File: src/sv/shape_fill_rasterizer_unit_defines.svh
// Assertion helpers for the rasteriser control logic.
// Both macros clock on clk_i; SFR_ASSERT is also disabled while rst_ni is low.
`ifndef SHAPE_FILL_RASTERIZER_UNIT_DEFINES_SVH
`define SHAPE_FILL_RASTERIZER_UNIT_DEFINES_SVH

`ifndef ASSERT_OFF
`define SFR_ASSERT(lbl, prop, msg) \
  lbl: assert property (@(posedge clk_i) disable iff (!rst_ni) prop) else $error(msg);
`define SFR_ASSERT_ALWAYS(lbl, prop, msg) \
  lbl: assert property (@(posedge clk_i) prop) else $error(msg);
`else
`define SFR_ASSERT(lbl, prop, msg)
`define SFR_ASSERT_ALWAYS(lbl, prop, msg)
`endif

`endif

File: src/sv/sfr_pkg.sv
`default_nettype none
package sfr_pkg;

  localparam logic [7:0] BLANK_CHAR     = 8'd46;
  localparam logic [6:0] CFG_SIZE_RESET = 7'd64;

  // configuration register indexes
  localparam logic REG_CANVAS_WIDTH  = 1'b0;
  localparam logic REG_CANVAS_HEIGHT = 1'b1;

  typedef enum logic [2:0] {
    OP_RECT    = 3'd0,
    OP_UP      = 3'd1,
    OP_DOWN    = 3'd2,
    OP_DIAMOND = 3'd3,
    OP_CLEAR   = 3'd4,
    OP_READ    = 3'd5
  } op_e;

  typedef enum logic [2:0] {
    ST_INIT,
    ST_IDLE,
    ST_DISP,
    ST_ROW,
    ST_SPAN,
    ST_CLEAR,
    ST_RD,
    ST_DONE
  } state_e;

  typedef struct packed {
    logic take;
    logic row_eval;
    logic row_next;
    logic pix_wr;
    logic clr_start;
    logic clr_wr;
    logic rd_issue;
    logic res_load;
  } cmd_t;

  typedef struct packed {
    op_e  op;
    logic h_zero;
    logic row_hit;
    logic row_last;
    logic span_last;
    logic clr_last;
    logic out_busy;
  } sts_t;

endpackage
`default_nettype wire

File: src/sv/sfr_ctrl.sv
`default_nettype none
`include "shape_fill_rasterizer_unit_defines.svh"
module sfr_ctrl
  import sfr_pkg::*;
(
  input  wire logic clk_i,
  input  wire logic rst_ni,
  input  wire logic in_valid_i,
  output logic      in_ready_o,
  input  wire sts_t sts_i,
  output cmd_t      cmd_o
);

  state_e state_q, state_d;

  always_ff @(posedge clk_i or negedge rst_ni) begin
    if (!rst_ni) begin
      state_q <= ST_INIT;
    end else begin
      state_q <= state_d;
    end
  end

  always_comb begin
    state_d = state_q;
    unique case (state_q)
      ST_INIT: begin
        if (sts_i.clr_last) state_d = ST_IDLE;
      end
      ST_IDLE: begin
        if (in_valid_i) state_d = ST_DISP;
      end
      ST_DISP: begin
        case (sts_i.op)
          OP_RECT, OP_UP, OP_DOWN, OP_DIAMOND: begin
            state_d = sts_i.h_zero ? ST_DONE : ST_ROW;
          end
          OP_CLEAR: state_d = ST_CLEAR;
          OP_READ:  state_d = ST_RD;
          default:  state_d = ST_DONE;
        endcase
      end
      ST_ROW: begin
        if (sts_i.row_hit)       state_d = ST_SPAN;
        else if (sts_i.row_last) state_d = ST_DONE;
      end
      ST_SPAN: begin
        if (sts_i.span_last) state_d = sts_i.row_last ? ST_DONE : ST_ROW;
      end
      ST_CLEAR: begin
        if (sts_i.clr_last) state_d = ST_DONE;
      end
      ST_RD: state_d = ST_DONE;
      ST_DONE: begin
        if (!sts_i.out_busy) state_d = ST_IDLE;
      end
      default: state_d = ST_INIT;
    endcase
  end

  always_comb begin
    cmd_o      = '0;
    in_ready_o = 1'b0;
    unique case (state_q)
      ST_INIT:  cmd_o.clr_wr = 1'b1;
      ST_IDLE: begin
        in_ready_o = 1'b1;
        cmd_o.take = in_valid_i;
      end
      ST_DISP:  cmd_o.clr_start = (sts_i.op == OP_CLEAR);
      ST_ROW: begin
        cmd_o.row_eval = 1'b1;
        cmd_o.row_next = !sts_i.row_hit && !sts_i.row_last;
      end
      ST_SPAN: begin
        cmd_o.pix_wr   = 1'b1;
        cmd_o.row_next = sts_i.span_last && !sts_i.row_last;
      end
      ST_CLEAR: cmd_o.clr_wr   = 1'b1;
      ST_RD:    cmd_o.rd_issue = 1'b1;
      ST_DONE:  cmd_o.res_load = !sts_i.out_busy;
      default: ;
    endcase
  end

  `SFR_ASSERT(a_take_dispatch, cmd_o.take |=> (state_q == ST_DISP), "accepted word not dispatched")
  `SFR_ASSERT(a_load_free, cmd_o.res_load |-> !sts_i.out_busy, "result loaded over pending word")
  `SFR_ASSERT(a_wr_excl, cmd_o.pix_wr |-> (!cmd_o.clr_wr && !in_ready_o), "store write conflict")
  `SFR_ASSERT(a_load_idle, cmd_o.res_load |=> (state_q == ST_IDLE), "no return to idle")

endmodule
`default_nettype wire

File: config.mk
export PLATFORM = sky130hd
export DESIGN_NAME = sfr_ctrl
export DESIGN_NICKNAME = d
export VERILOG_FILES = /design/src/sv/sfr_pkg.sv /design/src/sv/sfr_ctrl.sv
export VERILOG_INCLUDE_DIRS = /design/src /design/src/sv
export SDC_FILE = /design/constraint.sdc
export NUM_CORES = 1
export LEC_CHECK = 0
export BUFFER_PORTS_ARGS = -buffer_cell sky130_fd_sc_hd__buf_4
export CAP_MARGIN = 20
export CORE_AREA = 2 2 39 41
export CTS_BUF_LIST = sky130_fd_sc_hd__clkbuf_8
export CTS_CLUSTER_SIZE = 40
export DETAILED_ROUTE_END_ITERATION = 7
export DIE_AREA = 0 0 41 43
export PLACE_DENSITY = 0.54
export SYNTH_ARGS = -nofsm -noshare
export SYNTH_HDL_FRONTEND = slang
export SYNTH_SLANG_ARGS = --single-unit
export TNS_END_PERCENT = 50
File: constraint.sdc
create_clock -name clk_i -period 4.85 [get_ports clk_i]
set_clock_uncertainty 0.15 [all_clocks]
set_input_delay 1.2125 -clock clk_i [delete_from_list [all_inputs] [get_ports clk_i]]
set_output_delay 1.2125 -clock clk_i [all_outputs]
set_load 0.02 [all_outputs]
# Yosys cells after proc, flatten, opt, wreduce, memory -nomap -nowiden
# Cells that the tools add are included.
# classes
n_mux	20
n_eq_ne	18
reduce_logical	10
# op_table
op	n
2-to-1 mux 3 bit	9
case mux 3 bit (8 select lines)	1
equality test 3 bit, second input constant	6
equality test 3 x 2 -> 1 bit, second input constant	4
!= test 2 bit, second input constant	5
case mux 3 bit (3 select lines)	1
2-to-1 mux 1 bit	8
equality test 3 x 1 -> 1 bit, second input constant	2
logical NOT 3 bit	2
AND reduction 6 bit	1
OR reduction 4 bit	1
logical NOT 1 bit	3
!= test 3 bit, second input constant	1
logical AND 1 bit	2
case mux 1 bit (2 select lines)	1
OR reduction 2 bit	1
# word_totals
input_bits	12
output_inout_bits	9
register_bits	3
wordCells	49

# Depth between registers and ports, before layout
# Gate-level depths: netlist of run 1.
# depth
ltp_word	4
mapped_depth	5
ltp_nobuf	4

# Worst setup path after synthesis of run 1
# OpenSTA, ideal clock, no wires.
# synth_path
path_kind	input-to-output
startpoint	input sts_i[8] in the netlist's numbering
endpoint	output cmd_o[3] in the netlist's numbering
required_time_ns	3.488
setup_slack_ns	1.418
n_path_buf	0
cell_stages	3
arrival_time_ns	2.069
cell_sequence	nor2b_1 nand2_1 nor4_1
# synth_rtl
element	line_no	text
start, declared	sfr_ctrl.sv:10	input wire sts_t sts_i,
end, declared	sfr_ctrl.sv:11	output cmd_t cmd_o

==> results.py, run 1 <==
metrics = {
    "status": {
        "status": "complete, no violations",
    },
    "die": {
        "dieWidth_um": 41,
        "dieArea_um2": 1763,
        "io_pins": 21,
        "rows": 14,
        "floorplan.initialDensity_pct": 25.86,
        "fp.coreArea_um2": 1384,
        "die_h_um": 43,
    },
    "timing": {
        "worst_slew_pin_slew_ns": 0.4662,
        "rsz0062_at_grt": "false",
        "slew_headroom_pct": 68.92,
        "slew_viol_final": 0,
        "finalHoldViolCount": 0,
        "fmax_ghz": 0.3046,
        "fin_crit_ns": 3.283,
        "setup_violations": 0,
        "tns_ns": 0,
        "period_share_pct": 67.69,
        "hold_slack_ns": 0.6262,
    },
    "global_route": {
        "grt_max_degree": 18,
        "overflow": 0,
        "antenna_found_initial": 0,
        "grtUsageTotal_pct": 12.56,
        "grt_pass1_vias": 337,
        "grt_first_pass_wirelength_mm": 1.407,
    },
    "pwr": {
        "vdd_ir_drop_max_mv": 0.3009,
        "power_frac_comb_pct": 57.0,
        "swShare_pct": 43.18,
        "pwr_density_cell_nw_per_um2": 651.4,
        "power_switching_uw": 152.0,
        "leakagePower_uw": 0.0002669,
        "power.total_uw": 352.1,
        "seqPwrFrac_pct": 22.9,
        "internal-power_uw": 200.1,
        "clockPowerShare_pct": 20.0,
    },
    "final_layout": {
        "fin_nets": 77,
        "top_register": "state_q",
        "syn2layout_area_growth_pct": 51.05,
        "final_common_cell": "buf_4",
        "fin_util_pct": 39.06,
        "largest_reg_flops": 3,
        "nFillCells": 153,
        "drive_gt1_share_pct": 42.19,
        "final_cell_mix": "buf_4 (20), nor2_1 (6)",
        "reg_top3": "state_q x3",
        "diodes": 0,
    },
    "yosys": {
        "yosys_warnings": 0,
        "synth_flop_cell": "dfrtp_1",
        "async_reset_ff_share_pct": 100.0,
        "synthDistinctLibCells": 24,
        "synth.net_count": 56,
        "synthesis.instances": 44,
        "ys_seq_area_share_pct": 20.98,
        "synth_edf_count": 0,
        "ys_ff_latch": 3,
        "synth_area_per_cell_um2": 8.133,
        "synth_area_um2": 357.8,
    },
    "drt": {
        "final_antenna_net_count": 0,
        "firstDrtPassIters": 4,
        "wl_um": 881,
        "wl_per_cell_um": 11.01,
        "drcViolationCount": 0,
        "dr_total_vias": 390,
        "viasPerCell": 4.875,
        "drt-initial-drc-count": 3,
    },
    "placement": {
        "gp_congestion": 0.6959,
        "hpwlAfterDp_um": 669.1,
        "port_buffers": 20,
    },
    "worst_setup_path": {
        "rrSetupSlack_ns": 3.05,
        "critPathMostFrequentCell": "buf_4",
        "timing.rr.start": "state_q[2]$_DFFE_PN0P_",
        "critPathLaunchType": "primary input",
        "path_class": "in2out",
        "crit_fanout": 3,
        "r2r-end": "state_q[1]$_DFFE_PN0P_",
        "crit_path_top_delay_cell": "buf_4",
        "slowest_delay_ns": 0.18,
        "path_cells": "buf_4 -> nor2b_1 -> nand2_1 -> nor4_1 -> buf_4",
        "reg2reg_depth": 4,
        "endpoint_kind": "output port",
        "worstPathArrival_ns": 1.92,
        "cp_data_required_time_ns": 3.49,
    },
    "clocking": {
        "cts_sinks": 3,
        "cts-resized-gates": 0,
        "clockRootBuffer": "clkbuf_8",
        "cts_tree": "yes",
        "cts_made_buffers": 3,
        "path_clk_slew_ns": 0.03,
        "cts_setup_buffers": 0,
        "cts.path.max_buffers": 2,
        "clk_latency_ns": 0.22,
        "htree_num_levels": 1,
        "hold_buffers": 0,
    },
    "worst_hold_path": {
        "worstHoldPathType": "in2async",
    },
    "run": {
        "cap_violations": 0,
    },
}
worst max-delay path, delay by kind of cell:
| kind | cells | cell delay, ns |
|---|---|---|
| simple gates | 3 | 0.41 |
| buf+inv | 2 | 0.29 |
cell families (layout without fill, tap and decap cells):
| group | Yosys count | after routing | share of synthesized area (%) |
|---|---|---|---|
| simple gates | 20 | 20 | 29.72 |
| flops | 3 | 3 | 20.98 |
| mux | 4 | 4 | 13.99 |
| buf+inv | 7 | 27 | 12.24 |
| xor+xnor | 1 | 1 | 2.448 |
| compound gates | 9 | 9 | 20.63 |
how the worst max path moves through the flow:
stage | start | slack [ns] | to | cells past startpoint
2_1_floorplan | sts_i[8] | 1.42 | cmd_o[3] | 3
3_3_place_gp | sts_i[7] | 1.57 | cmd_o[3] | 5
3_5_place_dp | sts_i[7] | 1.55 | cmd_o[3] | 5
4_1_cts | sts_i[7] | 1.54 | cmd_o[3] | 5
5_1_grt | sts_i[7] | 1.45 | cmd_o[3] | 5
6_report | sts_i[7] | 1.57 | cmd_o[3] | 5
power by group through the flow:
stage	logic (uW)	registers, uW	clock network, uW
2_1_floorplan	196	45.9	0
3_3_place_gp	204	82.9	0
3_5_place_dp	203	82.2	0
4_1_cts	204	82.3	73.0
5_1_grt	217	88.2	76.9
6_report	201	80.7	70.5
metal layers:
metal  vias up  GRT usage (%)  wire, um
met3         0          9.424        59
met2        12          15.94       425
li1        201              -         -
met4         0          6.000         0
met5         -              0         0
met1       177          15.16       397
synthesized netlist by cell type, drive strengths merged (2+ instances only):
master / count / area, um^2
and3: 2 / 12.51
dfrtp: 3 / 75.07
mux2i: 2 / 20.02
nor3b: 3 / 22.52
inv: 3 / 11.26
a31oi: 3 / 18.77
mux2: 2 / 30.03
nor3: 2 / 10.01
buf: 4 / 32.53
nand2: 3 / 11.26
nor2: 6 / 22.52
cell type report:
cell class / count / area [um^2] / share of cell area [%]
timing repair buffer: 20 / 150.1 / 27.78
inverter: 3 / 11.26 / 2.083
clock buffer: 3 / 41.29 / 7.639
sequential: 3 / 75.07 / 13.89
multi-input combinational: 34 / 239.0 / 44.21
tap: 16 / 20.02 / 3.704
clock inverter: 1 / 3.754 / 0.6944
stage by stage:
step	std cells	setup WS [ns]	cell area (um^2)
2_1_floorplan	44	1.418	357.8
3_3_place_gp	76	1.570	495.5
3_5_place_dp	76	1.551	495.5
4_1_cts	80	1.542	540.5
5_1_grt	80	1.451	540.5
6_report	80	1.567	540.5
(Power assumes the default switching activity.)
==> inputs of run 2 (changes only) <==
Settings changed: PLACE_DENSITY 0.54 to 0.56.
Clock period 4.85 ns to 2.8 ns, I/O delays scaled along.
==> run 2 against run 1 <==
Against the previous run:
- combinational power increased by 73%
- largest power group unchanged
- global-route usage decreased by 1.5 points
- sequential share of layout area unchanged
- first-iteration DRC count increased by 33%
- die area unchanged
- critical path depth decreased by 1
- clock power increased by 72%
- cell area unchanged
- setup slack got worse by 1.1 ns
- sequential power increased by 75%
- via count decreased by 2.8%
- register-to-register slack got worse by 2.0 ns
==> results.py, run 2 (synthesized netlist as in run 1, its figures left out) <==
metrics = {
    "worst_setup_path": {
        "critPathLaunchType": "register",
        "critical_path_buf_inv_count": 1,
        "rrSetupSlack_ns": 1.02,
        "reg2reg_depth": 4,
        "path_class": "reg2out",
        "path_delay_family": "flip-flops",
        "endpoint_kind": "output port",
        "timing.rr.start": "state_q[2]$_DFFE_PN0P_",
        "r2r-end": "state_q[1]$_DFFE_PN0P_",
        "worstPathArrival_ns": 1.49,
        "path_cells": "nor3b_1 -> a22oi_1 -> nor2_1 -> buf_4",
        "cp_data_required_time_ns": 1.95,
        "slowest_delay_ns": 0.61,
        "crit_fanout": 17,
        "crit_path_top_delay_cell": "dfrtp_1",
    },
    "timing": {
        "fin_crit_ns": 2.343,
        "worst_slew_pin_slew_ns": 0.4550,
        "period_share_pct": 83.67,
        "rsz0062_at_grt": "false",
        "slew_headroom_pct": 69.66,
        "slew_viol_final": 0,
        "finalHoldViolCount": 0,
        "tns_ns": 0,
        "setup_violations": 0,
        "fmax_ghz": 0.4268,
        "setup_ws_ns": 0.4572,
    },
    "final_layout": {
        "final_cell_mix": "buf_4 (20), nor2_1 (6)",
        "final_common_cell": "buf_4",
        "top_register": "state_q",
        "drive_gt1_share_pct": 42.19,
        "diodes": 0,
        "syn2layout_area_growth_pct": 51.05,
        "post-route-cell-area_um2": 540.5,
        "fin_nets": 77,
        "largest_reg_flops": 3,
        "instances_no_fill": 80,
        "reg_top3": "state_q x3",
    },
    "status": {
        "status": "complete, no violations",
    },
    "drt": {
        "wl_um": 859,
        "wl_per_cell_um": 10.74,
        "top_layer": "met3",
        "viasPerCell": 4.738,
        "dr_total_vias": 379,
        "drt-met1-wl_um": 423,
        "drt-initial-drc-count": 4,
        "drcViolationCount": 0,
        "wl_met3_um": 67,
        "final_antenna_net_count": 0,
        "firstDrtPassIters": 4,
        "wl_met2_um": 368,
    },
    "clocking": {
        "path_clk_slew_ns": 0.03,
        "cts_made_buffers": 3,
        "cts.path.max_buffers": 2,
        "htree_num_levels": 1,
        "cts_setup_buffers": 0,
        "clockRootBuffer": "clkbuf_8",
        "cts_tree": "yes",
        "cts-resized-gates": 0,
        "cts_sinks": 3,
        "clk_latency_ns": 0.21,
        "hold_buffers": 0,
    },
    "global_route": {
        "grt_pass1_vias": 357,
        "grt_first_pass_wirelength_mm": 1.373,
        "grt_max_degree": 18,
        "antenna_found_initial": 0,
        "overflow": 0,
        "grtUsageTotal_pct": 11.03,
    },
    "placement": {
        "dpl_cell_area_um2": 495.5,
        "gp_congestion": 0.7179,
        "hpwlAfterDp_um": 655.9,
        "dp.cells": 76,
        "preCtsSetupSlack_ns": 0.5369,
        "port_buffers": 20,
    },
    "die": {
        "fp.coreArea_um2": 1384,
        "io_pins": 21,
        "floorplan.initialDensity_pct": 25.86,
        "dieWidth_um": 41,
        "dieArea_um2": 1763,
        "die_h_um": 43,
        "rows": 14,
    },
    "pwr": {
        "leakagePower_uw": 0.0002669,
        "pwr_density_cell_nw_per_um2": 1128,
        "vdd_ir_drop_max_mv": 0.4678,
        "power.total_uw": 609.9,
    },
    "worst_hold_path": {
        "worstHoldPathType": "in2async",
    },
    "run": {
        "cap_violations": 0,
    },
}
run 2: layout make-up:
class / count / area (um^2)
Multi-Input combinational cell: 34 / 239.0
Fill cell: 152 / 843.3
Clock buffer: 3 / 41.29
Inverter: 3 / 11.26
Clock inverter: 1 / 3.754
Timing Repair Buffer: 20 / 150.1
Tap cell: 16 / 20.02
Sequential cell: 3 / 75.07
run 2: where the power goes:
group / switching, uW / internal (uW) / total, uW
sequential: 75.5 / 65.1 / 141
combinational: 160 / 188 / 348
clock: 27.5 / 93.2 / 121
run 2: how the worst max path moves through the flow:
| stage | from | endpoint | slack [ns] | cells past startpoint |
|---|---|---|---|---|
| floorplan | state_q[2]$_DFFE_PN0P_ | cmd_o[5] | 0.25 | 5 |
| detailed placement | sts_i[7] | cmd_o[3] | 0.54 | 5 |
| finish | state_q[2]$_DFFE_PN0P_ | cmd_o[5] | 0.46 | 4 |
| global route | state_q[2]$_DFFE_PN0P_ | cmd_o[5] | 0.29 | 4 |
| CTS | state_q[2]$_DFFE_PN0P_ | cmd_o[5] | 0.43 | 4 |
| global placement | sts_i[7] | cmd_o[3] | 0.50 | 5 |
run 2: through the flow:
step	hold WS, ns	util (%)
after floorplan	0.2544	-
after global placement	0.3398	35.80
after detailed placement	0.3402	35.80
after CTS	0.1140	39.06
after global routing	0.1162	39.06
final	0.1156	39.06
run 2: layer usage:
metal / vias up / GRT usage, %
met3: 0 / 1.571
met1: 166 / 15.38
met4: 0 / 6.000
met2: 13 / 15.63
met5: - / 0
li1: 200 / -
